## src/hw/rtl/scr_pkg.sv

```systemverilog
// package for the sum checked chunk reassembler
// holds transaction payload types, status codes and sizing constants; no dependencies
package scr_pkg;

   // message store sizing
   localparam int MSG_DEPTH = 4096;
   localparam int ADDR_W    = $clog2(MSG_DEPTH);

   // packet framing
   localparam int HDR_LEN = 9;
   localparam int POS_MAX = 265;
   localparam logic [16:0] RECV_MAX = 17'h1FFFF;

   // front queue sizing
   localparam int Q_DEPTH = 4;
   localparam int Q_AW    = $clog2(Q_DEPTH);

   // request codes
   localparam logic OP_BYTE = 1'b0;
   localparam logic OP_READ = 1'b1;

   // response kinds
   localparam logic KIND_STATUS = 1'b0;
   localparam logic KIND_READ   = 1'b1;

   // status codes
   localparam logic [3:0] ST_INCOMPLETE = 4'd0;
   localparam logic [3:0] ST_COMPLETE   = 4'd1;
   localparam logic [3:0] ST_SHORT      = 4'd2;
   localparam logic [3:0] ST_HEAD       = 4'd3;
   localparam logic [3:0] ST_BOUNDS     = 4'd4;
   localparam logic [3:0] ST_SUM        = 4'd5;
   localparam logic [3:0] ST_SEQUENCE   = 4'd6;
   localparam logic [3:0] ST_LENGTH     = 4'd7;
   localparam logic [3:0] ST_TOO_LONG   = 4'd8;

   typedef struct packed {
      logic        op;
      logic [7:0]  data_byte;
      logic        last_byte;
      logic [11:0] read_index;
   } req_type;

   typedef struct packed {
      logic        kind;
      logic [3:0]  status;
      logic [12:0] message_length;
      logic [7:0]  read_data;
   } rsp_type;

endpackage

```

## src/hw/rtl/scr_queue.sv

```systemverilog
// front part: accepts request transactions into a short fifo
// depends on scr_pkg for req_type and queue sizing
module scr_queue (
   input  logic             clock,
   input  logic             reset,
   input  logic             req_valid,
   output logic             req_stall,
   input  scr_pkg::req_type req_payload,
   output logic             q_valid,
   output scr_pkg::req_type q_item,
   input  logic             q_pop
);
   import scr_pkg::*;

   req_type           slot_ff [Q_DEPTH];
   logic [Q_AW-1:0]   wr_ptr_ff, wr_ptr_in;
   logic [Q_AW-1:0]   rd_ptr_ff, rd_ptr_in;
   logic [Q_AW:0]     count_ff, count_in;
   logic              push;
   logic              pop;

   assign req_stall = (count_ff == (Q_AW+1)'(Q_DEPTH));
   assign push      = req_valid && !req_stall;
   assign q_valid   = (count_ff != '0);
   assign q_item    = slot_ff[rd_ptr_ff];
   assign pop       = q_pop && q_valid;

   always_comb begin
      wr_ptr_in = push ? wr_ptr_ff + 1'b1 : wr_ptr_ff;
      rd_ptr_in = pop  ? rd_ptr_ff + 1'b1 : rd_ptr_ff;
      count_in  = count_ff;
      if (push && !pop) begin
         count_in = count_ff + 1'b1;
      end else if (pop && !push) begin
         count_in = count_ff - 1'b1;
      end
   end

   always_ff @(posedge clock) begin
      if (reset) begin
         wr_ptr_ff <= '0;
         rd_ptr_ff <= '0;
         count_ff  <= '0;
      end else begin
         wr_ptr_ff <= wr_ptr_in;
         rd_ptr_ff <= rd_ptr_in;
         count_ff  <= count_in;
      end
   end

   always_ff @(posedge clock) begin
      if (push) begin
         slot_ff[wr_ptr_ff] <= req_payload;
      end
   end

endmodule

```

## config.mk

```make
export PLATFORM = sky130hd
export DESIGN_NAME = scr_queue
export DESIGN_NICKNAME = d
export VERILOG_FILES = /design/src/hw/rtl/scr_pkg.sv /design/src/hw/rtl/scr_queue.sv
export SDC_FILE = /design/constraint.sdc
export NUM_CORES = 1
export LEC_CHECK = 0
export ABC_AREA = 0
export BUFFER_PORTS_ARGS = -buffer_cell sky130_fd_sc_hd__buf_2
export CAP_MARGIN = 10
export CORE_MARGIN = 3
export CORE_UTILIZATION = 56
export DETAILED_ROUTE_END_ITERATION = 8
export PLACE_DENSITY = 0.78
export SYNTH_ARGS = -nofsm -noshare
export SYNTH_HDL_FRONTEND = slang
export SYNTH_SLANG_ARGS = --single-unit
```

## constraint.sdc

```tcl
create_clock -name clock -period 2.7 [get_ports clock]
set_clock_uncertainty 0.1 [all_clocks]
set_input_delay 0.27 -clock clock [delete_from_list [all_inputs] [get_ports clock]]
set_output_delay 0.27 -clock clock [all_outputs]
set_load 0.005 [all_outputs]
```

==> impl_metrics.py <==
metrics = {
    "run_status": {
        "status": "finished clean",
    },
    "place": {
        "io_buffers": 49,
        "placed_area_um2": 4006,
        "dpl.hpwl_um": 3856,
        "place.gp.congestion": 0.7061,
    },
    "route": {
        "drtPass1Iterations": 4,
        "drcViolationCount": 0,
        "vias": 1732,
        "first_iter_violations": 100,
        "ant_nets": 0,
        "wirelength_um": 5852,
        "wl_per_cell_um": 19.25,
        "vias_per_cell": 5.697,
    },
    "yosys": {
        "synth_xor_area_share_pct": 0.9599,
        "synth_warnings": 0,
        "yosysSeqAreaShare_pct": 77.34,
        "synth_top_family_by_area": "multiplexers",
        "synthFlopType": "edfxtp_1",
        "synth_edf_count": 88,
        "synthDistinctLibCells": 22,
        "syn_nets": 194,
        "synth-compound-area-share_pct": 1.131,
        "synthTopCellsByCount": "edfxtp_1, mux4_2, dfxtp_1",
        "synth_top_area_share_pct": 72.40,
        "synth_most_common_cell": "edfxtp_1",
        "synth_seq_cells": 97,
        "synthAdderAreaFrac_pct": 2.263,
        "synth_area_per_cell_um2": 22.53,
        "syn_area_um2": 3650,
        "netlist_instances": 162,
        "synthTopCellsByArea": "edfxtp_1, mux4_2, dfxtp_1",
        "synth_mux_area_share_pct": 14.33,
        "synth_top_area_cell": "edfxtp_1",
        "async_flop_share_pct": 0,
        "synth-simple-area-share_pct": 2.571,
    },
    "sta": {
        "tightest_slew_ns": 0.3322,
        "final_max_slew_viol_count": 0,
        "min_period_ns": 2.299,
        "fin_crit_sh_pct": 85.13,
        "relSlewSlack_pct": 77.85,
        "setup_violations": 0,
        "rsz0062_at_grt": "false",
        "hold_viol_final": 0,
        "setup_tns_ns": 0,
        "fmax_mhz": 435.0,
    },
    "global_routing": {
        "grt_max_degree": 23,
        "grt_pass1_vias": 1869,
        "grt_pass1_wl_um": 9342,
        "grt_overflow": 0,
        "grt_usage_pct": 17.02,
        "antenna_found_initial": 0,
    },
    "cts": {
        "cts_resized": 0,
        "cts_setup_buffers": 0,
        "clkTransAtPathRegs_ns": 0.09,
        "htreeDepth": 3,
        "hold_buffers": 0,
        "clkLatencyLatePin_ns": 0.34,
        "cts_buffer_depth": 2,
        "cts_tree": "built",
        "cts.sinks": 97,
        "numCtsBuffers": 9,
        "cts-root-buf": "clkbuf_8",
    },
    "floorplanning": {
        "initial_utilization_pct": 59.53,
        "die_h_um": 86.73,
        "core-area_um2": 6131,
        "rows": 28,
        "io_pins": 50,
        "die_w_um": 86.73,
        "dieArea_um2": 7522,
    },
    "hold_path": {
        "hold_path_class": "primary input to flip-flop",
        "min-delay-start": "req_payload[2]",
    },
    "pwr": {
        "leakage_nw": 1.459,
        "powerDensity_nw_per_um2": 862.5,
        "ir_drop_mv": 0.4905,
    },
    "final_layout": {
        "drive_gt1_share_pct": 40.61,
        "syn_to_final_growth_pct": 14.84,
        "num_antenna_cells": 0,
        "multiInputGateArea_um2": 775.7,
        "fin_area_um2": 4192,
        "fillers": 389,
        "final_nets": 256,
        "regArea_um2": 2824,
    },
    "critical_path": {
        "r2r_start": "count_ff[0]$_SDFFE_PP0P_",
        "setup.worst_path.end_class": "flip-flop",
        "crit_path_start_kind": "flip-flop",
        "cp_data_required_time_ns": 2.87,
        "cp_max_fo": 6,
        "arrival_ns": 2.47,
        "cp-startpoint": "count_ff[0]$_SDFFE_PP0P_",
        "path_class": "flip-flop to flip-flop",
    },
    "run": {
        "drv_cap": 0,
    },
}
-- final timing paths --
path / endpoint / slack [ns] / cells past startpoint
worst max-delay path: count_ff[2]$_SDFFE_PP0P_ / 0.40 / 8
worst min-delay path: slot_ff[3][2]$_DFFE_PP_ / 0.04 / 1
worst max register to register: count_ff[2]$_SDFFE_PP0P_ / 0.40 / 8
worst min register to register: wr_ptr_ff[1]$_SDFFE_PP0P_ / 0.44 / 2
-- per-layer routing --
layer / up-vias / part of all wire [%] / wire length, µm / GRT usage (%)
met5: - / 0 / 0 / 0
met4: 0 / 1.6 / 93 / 7.790
met3: 10 / 4.3 / 249 / 3.992
met2: 43 / 56 / 3273 / 30.39
met1: 899 / 38 / 2235 / 19.34
li1: 780 / - / - / -
-- state kept, by name, summed over array words and instances, names as in the netlist, named ones only --
signal     cells
slot_ff       88
count_ff       3
rd_ptr_ff      2
wr_ptr_ff      2
-- report_power, final --
| group | total (mW) | switching [mW] | internal, mW |
|---|---|---|---|
| sequential | 1.91 | 0.0995 | 1.81 |
| combinational | 0.836 | 0.372 | 0.465 |
| clock | 0.867 | 0.450 | 0.417 |
-- metrics by stage --
stage / power [mW] / worst slack, ns / util, % / hold WS, ns / std cells
4_1_cts: 3.663 / 0.3937 / 68.37 / 0.02246 / 304
6_report: 3.615 / 0.4014 / 68.37 / 0.04067 / 304
5_1_grt: 3.790 / 0.2823 / 68.37 / 0.02475 / 304
2_1_floorplan: 2.484 / 0.6242 / - / 0.2689 / 162
3_5_place_dp: 2.800 / 0.4073 / 65.35 / 0.3848 / 288
3_3_place_gp: 2.754 / 0.5793 / 65.35 / 0.3794 / 288
-- layout make-up --
type / count / share of cell area, %
multi-input cells: 56 / 18.51
flip-flops and latches: 97 / 67.37
inverters: 4 / 0.3582
well taps: 75 / 2.239
clock buffers: 9 / 2.955
clock inverters: 7 / 1.463
repair buffers: 56 / 7.104
-- cells by family (layout without fill, tap and decap cells) --
logic type	count (synthesis)	in the layout
XOR/XNOR	4	4
AO/OA/AOI/OAI	6	6
buffers and inverters	9	76
AND/OR/NAND/NOR	16	16
adder cells (fa/ha/maj)	6	6
flip-flops	97	97
multiplexers	24	24
-- layout by cell type, fill, tap and decap left out, drive strengths merged --
cell / n
mux2i: 2
bufinv: 1
o311ai: 1
clkbuf: 9
buf: 56
clkinvlp: 2
ha: 5
nor2: 6
or3: 3
inv: 4
a21oi: 2
o21ai: 2
clkinv: 4
xor2: 4
and2: 4
dfxtp: 9
o31ai: 1
nand2b: 2
nor3b: 1
mux4: 22
fa: 1
edfxtp: 88
-- critical path, cell delays in order (launching register included) --
cell and delay, ns:
dfxtp_1 0.49, nor3b_2 0.11, nor2_2 0.21, ha_1 0.23, inv_1 0.07, fa_1 0.38, xor2_1 0.18, or3_1 0.31
a21oi_1 0.15
No activity file was read; power rests on OpenSTA's default activity.
